==> src/qdi_div.sv <==
// Pipelined restoring divider, one quotient bit per register stage.
// Carries a valid bit and a side word along with each item. Uses no package.
`default_nettype none

module qdi_div #(
	parameter int QW = 32,
	parameter int DW = 16,
	parameter int SW = 8
) (
	input  wire logic          clk,
	input  wire logic          arst_n,
	input  wire logic          en,
	input  wire logic          in_vld,
	input  wire logic [QW+DW-1:0] dividend,
	input  wire logic [DW-1:0] divisor,
	input  wire logic [SW-1:0] side_in,
	output logic               out_vld,
	output logic [QW-1:0]      quotient,
	output logic [SW-1:0]      side_out
);

	localparam int RW = QW + DW;

	logic          vld_s  [QW];
	logic [RW-1:0] rem_s  [QW];
	logic [DW-1:0] dvs_s  [QW];
	logic [QW-1:0] quo_s  [QW];
	logic [SW-1:0] side_s [QW];

	for (genvar k = 0; k < QW; k++) begin : g_stage
		localparam int SH = QW - 1 - k;
		logic          vld_in;
		logic [RW-1:0] rem_in;
		logic [DW-1:0] dvs_in;
		logic [QW-1:0] quo_in;
		logic [SW-1:0] side_i;
		logic [RW-1:0] trial;
		logic          ge;

		if (k == 0) begin : g_first
			assign vld_in = in_vld;
			assign rem_in = dividend;
			assign dvs_in = divisor;
			assign quo_in = '0;
			assign side_i = side_in;
		end else begin : g_next
			assign vld_in = vld_s[k-1];
			assign rem_in = rem_s[k-1];
			assign dvs_in = dvs_s[k-1];
			assign quo_in = quo_s[k-1];
			assign side_i = side_s[k-1];
		end

		assign trial = {{QW{1'b0}}, dvs_in} << SH;
		assign ge    = (rem_in >= trial);

		always_ff @(posedge clk or negedge arst_n) begin
			if (!arst_n) begin
				vld_s[k] <= 1'b0;
			end else if (en) begin
				vld_s[k] <= vld_in;
			end
		end

		always_ff @(posedge clk) begin
			if (en) begin
				rem_s[k]  <= ge ? rem_in - trial : rem_in;
				dvs_s[k]  <= dvs_in;
				quo_s[k]  <= {quo_in[QW-2:0], ge};
				side_s[k] <= side_i;
			end
		end
	end

	assign out_vld  = vld_s[QW-1];
	assign quotient = quo_s[QW-1];
	assign side_out = side_s[QW-1];

endmodule

`default_nettype wire

==> config.mk <==
export PLATFORM = sky130hd
export DESIGN_NAME = qdi_div
export DESIGN_NICKNAME = d
export VERILOG_FILES = /design/src/qdi_div.sv
export SDC_FILE = /design/constraint.sdc
export NUM_CORES = 2
export LEC_CHECK = 0
export BUFFER_PORTS_ARGS = -buffer_cell sky130_fd_sc_hd__buf_2
export CAP_MARGIN = 10
export CORE_MARGIN = 5
export CORE_UTILIZATION = 30
export CTS_CLUSTER_DIAMETER = 80
export DETAILED_ROUTE_END_ITERATION = 10
export SLEW_MARGIN = 20
export SYNTH_ARGS = -nofsm -noshare
export SYNTH_HDL_FRONTEND = slang
export SYNTH_SLANG_ARGS = --single-unit
==> constraint.sdc <==
create_clock -name clk -period 4.48 [get_ports clk]
set_clock_uncertainty 0.05 [all_clocks]
set_input_delay 0.224 -clock clk [delete_from_list [all_inputs] [get_ports clk]]
set_output_delay 0.224 -clock clk [all_outputs]
set_load 0.005 [all_outputs]
* Word-level counts from Yosys, hierarchy flattened
Memory sizes are Yosys's and may differ from the RTL's. Index checks and enable logic that the tools add are counted.
Word-level totals: bits in registers 32, latch bits 0, memory bits (writable) 3328, bits in read-only memories 0, bits of input ports 76, logic and storage cells 134, memories 4
Memory list:
- rem_s | words 32, bits a word 48, read ports 31, clocked after Yosys merged registers in 0, wr ports 32, line 25 | logic [RW-1:0] rem_s [QW];
- quo_s | words 32, bits a word 32, read ports 32, clocked after Yosys merged registers in 0, wr ports 32, line 27 | logic [QW-1:0] quo_s [QW];
- dvs_s | words 32, bits a word 16, read ports 31, clocked after Yosys merged registers in 0, wr ports 32, line 26 | logic [DW-1:0] dvs_s [QW];
- side_s | words 32, bits a word 8, read ports 32, clocked after Yosys merged registers in 0, wr ports 32, line 28 | logic [SW-1:0] side_s [QW];
Operators by class: add/sub/neg operators 32, multipliers 0, div/mod/pow operators 0, magnitude comparators 32, eq/ne operators 0, shift operators 0, mux-type cells 34, bitwise logic cells 0, reduce and logical (&&, ||, !) cells 0
Operators by type and width (count):
- $mux W48 | 32
- $ge A48 B16 Y1 | 1
- $ge A48 B17 Y1 | 1
- $ge A48 B18 Y1 | 1
- $ge A48 B19 Y1 | 1
- $ge A48 B20 Y1 | 1
- $ge A48 B21 Y1 | 1
- $ge A48 B22 Y1 | 1
- $ge A48 B23 Y1 | 1
- $ge A48 B24 Y1 | 1
- $ge A48 B25 Y1 | 1
- $ge A48 B26 Y1 | 1
- $ge A48 B27 Y1 | 1
- $ge A48 B28 Y1 | 1
- $ge A48 B29 Y1 | 1
- $ge A48 B30 Y1 | 1
- $ge A48 B31 Y1 | 1
- $ge A48 B32 Y1 | 1
- $ge A48 B33 Y1 | 1
- $ge A48 B34 Y1 | 1
- $ge A48 B35 Y1 | 1
- $ge A48 B36 Y1 | 1
- $ge A48 B37 Y1 | 1
- $ge A48 B38 Y1 | 1
- other kinds (42) | 43

* Logic depth before layout (Yosys ltp)
An unclocked memory read counts as a cell.
word-level depth 3, depth in mapped cells 14

* Worst setup path after synthesis
OpenSTA, ideal clock, no wires.
path kind reg-to-reg, start point mem rem_s[12][25] in the netlist's numbering, end point mem rem_s[13][27] in the netlist's numbering, data pin, library setup time 268 ps, data arrival time 3159 ps, data required time 4162 ps, setup slack 1003 ps, cell stages (with the launch flop) 12, buffers on the path 2, cell sequence edfxtp_1 ha_1 a21o_1 a31o_2 or3_1 o21ai_0 o21a_1 a21oi_1 nor4_2 clkbuf_1 clkbuf_1 o21ai_0
RTL lines (line):
- start, declared | 25

==> impl_results.md <==
* Minimum clock period at 3.994 ns
* Syn-to-layout area delta at 15.99%
* Clock sinks at 2800
* Achievable frequency at 0.2504 GHz
* First-pass GRT wire length at 376.2 mm
* PwrDens at 557.7 nW/µm²
* Setup crit start kind: flop
* Drt total wl at 230.5 mm
* Req. time, crit path at 5.06 ns
* Placed cells at 15150
* Reg2Reg Setup Slack at 0.49 ns
* Max-cap violations at 0
* PostCTS Resize Cnt at 0
* DRC at 0
* WP data arrival at 4.57 ns
* Number of fill cells in the layout at 40340
* FF+latch count, synth at 2800
* Nets at 10590
* Vias at 72660
* Routed WL per cell at 14.52 µm
* Initial Util at 30.13%
* Seq/Total Area, Yosys at 66.30%
* Power Total at 81.89 mW
* Post-Place Setup Slack at 0.5528 ns
* Post-synth EDFFs at 2768
* CP max stage cell: a41oi_1
* Syn nets at 10000
* Share of cells above drive strength 1 at 9.234%
* Number of top-level pins at 117
* Crit-path max FO at 5
* Peak supply drop at 0.3480 mV
* Clk Latency, worst-skew pair at 0.94 ns
* Worst-path clk slew at 0.06 ns
* Synth warn at 0
* Worst Setup SP: rem_s[13][17]
* Mapped Area at 126600 µm²
* Fraction of registers with async set/reset at 1.143%
* Avg Cell Area, Syn at 13.49 µm²
* CP cell instances: inv_1, ha_1, inv_1, fa_1, a21oi_1, o21ai_0, a2111oi_0, a21oi_1, a41oi_1, o31ai_1, nand4bb_1, nor4_1, xor2_1
* Overflow after GRT at 0
* Total negative setup slack at 0 ns
* RSZ-0062 raised after global routing: false
* Die extent in y at 659.6 µm
* Antenna viol nets, final at 0
* Worst-margin pin slew at 1.185 ns
* Hpwl dp at 164.4 mm
* Pin count of the biggest net entering global routing at 141
* Number of port buffers at 116
* Worst r2r dst: rem_s[14][47]
* H-tree Lvls at 5
* Slew Limit Headroom at 20.16%
* Endpoints failing setup at 0
* Longest Clk Path Bufs at 4
* Die area at 435000 µm²
* Top FF cell, synth: edfxtp_1
* Final Max Slew Viols at 0
* Vias per cell at 4.578
* Top cells by area, synth: edfxtp_1, ha_1, xnor2_1
* Static leakage at 52.79 nW
* Num CTS Buffers at 318
* Layout Cells excl Fill at 15870
* Vias in the first global route at 75660
* Worst setup EP type: flop
* Post-CTS setup buffers at 0
* CP Class: flop to flop
* Drt first pass iters at 7
* CP endpoint: rem_s[14][47]
* Largest stage delay, worst path at 0.46 ns
* Tcrit/Tclk final at 89.16%
* Total GRT Usage at 10.36%
* Final Wtd Congestion at 0.8877
* Die span in x at 659.6 µm
* Initial antenna violation count at 4
* Syn Inst Count at 9381
* CTS Hold Bufs at 142
* Root buffer cell: clkbuf_16
* Violation count after the first detailed-routing iteration at 3780
* Hold Path Class: primary input to flop
* Post-synth top area cell: edfxtp_1
* Core Rows at 238
* Core ar. at 420200 µm²
* Status: complete, no violations
* Yosys cell types at 102
* Fin worst setup slack at 0.4857 ns
* CTS tree: yes
* Reg2Reg Depth at 13
* Worst reg2reg path startpoint: rem_s[13][17]
* Top cell type's share of synthesized area at 65.67%
* Fin. Hold Viols at 0
cell usage in the layout, fill, tap and decap left out, types with 67 or more instances in the layout:
cell type,count
nand2b_1,107
nand4_1,104
clkbuf_16,323
nand2_1,646
clkinv_1,67
or4_1,76
inv_1,674
or3_1,117
xor2_1,395
buf_2,115
edfxtp_1,2768
dlygate4sd3_1,141
buf_4,126
a21o_1,190
mux2_2,134
nor2_1,574
xnor2_1,460
clkbuf_1,78
a21oi_1,478
nand3_1,139
o21a_1,84
ha_1,512
o21ai_0,477
nor3_1,222
nor4_1,223
nor2b_1,95
cell type report:
class                   instances  area, µm²  area share, %
flip-flops and latches       2800      83920          57.16
clock buffers                 402       8389          5.714
clock inverters               174       1685          1.148
inverters                     677       2541          1.731
well taps                    5640       7057          4.806
repair buffers                414       3573          2.434
multi-input cells            5756      39640          27.00
diodes                          8      20.02        0.01363
layer usage:
layer / up-vias / wire length (µm) / track usage (%)
met3: 659 / 7792 / 1.600
met1: 34460 / 82100 / 9.949
met2: 1244 / 127200 / 20.70
met5: - / 0 / 0
li1: 36290 / - / -
met4: 0 / 13430 / 5.761
worst min-delay path by stage:
stage,end,slack [ns],startpoint,cells after the start
finish,rem_s[0][44],0.16,dividend[44],3
detailed placement,g_stage[1].vld_in,0.26,arst_n,1
global route,rem_s[0][37],0.11,dividend[37],3
CTS,rem_s[0][44],0.04,dividend[44],3
global placement,g_stage[1].vld_in,0.25,arst_n,1
floorplan,g_stage[10].vld_in,-0.12,arst_n,0
kinds of logic (layout without fill, tap and decap cells):
group	Yosys count	in the layout	synth area share, %
muxes	148	148	1.327
xor gates and xnor gates	855	855	5.916
buffers and inverters	825	1667	2.502
and+or+nand+nor	2558	2558	10.30
adders and majority gates	543	543	5.551
other	0	8	0
AOI/OAI and AO/OA	1652	1652	8.111
DFF	2800	2800	66.30
worst max-delay path: cells and delay by family, from the launching register on:
| family | cells | cell delay, ns |
|---|---|---|
| buffers and inverters | 2 | 0.13 |
| and+or+nand+nor | 2 | 0.72 |
| AOI/OAI and AO/OA | 6 | 1.73 |
| DFF | 1 | 0.39 |
| adders and majority gates | 2 | 0.57 |
| xor gates and xnor gates | 1 | 0.10 |
sequential cells by signal, summed over array words and instances, names as in the netlist:
| signal | cells |
|---|---|
| rem_s | 1488 |
| quo_s | 528 |
| dvs_s | 496 |
| side_s | 256 |
| g_stage.vld_in | 31 |
| out_vld | 1 |
power by group:
part | switching, mW | internal (mW)
clock network | 10.4 | 14.5
logic | 11.3 | 8.94
registers | 2.47 | 34.3
stage by stage:
stage	hold slack, ns	area [µm²]	util, %
2_1_floorplan	-0.1216	126600	-
3_3_place_gp	0.2545	135300	32.20
3_5_place_dp	0.2624	135300	32.20
4_1_cts	0.03598	146800	34.94
5_1_grt	0.1080	146800	34.94
6_report	0.1572	146800	34.94
Yosys cell counts (all sizes together), types with 24 or more instances:
cell type	number
edfxtp	2768
inv	676
nand2	646
nor2	575
ha	512
a21oi	479
o21ai	478
xnor2	460
xor2	395
nor4	230
nor3	223
a21o	190
mux2	140
nand3	139
or3	118
clkbuf	112
nand2b	107
nand4	105
nor2b	96
o21a	85
or4	79
a211oi	48
a31oi	47
o31ai	46
o21bai	45
buf	36
nor4b	36
or2	35
dfrtp	32
fa	31
and3	30
o211ai	29
nand4b	28
and2	24
(Power assumes the default switching activity.)
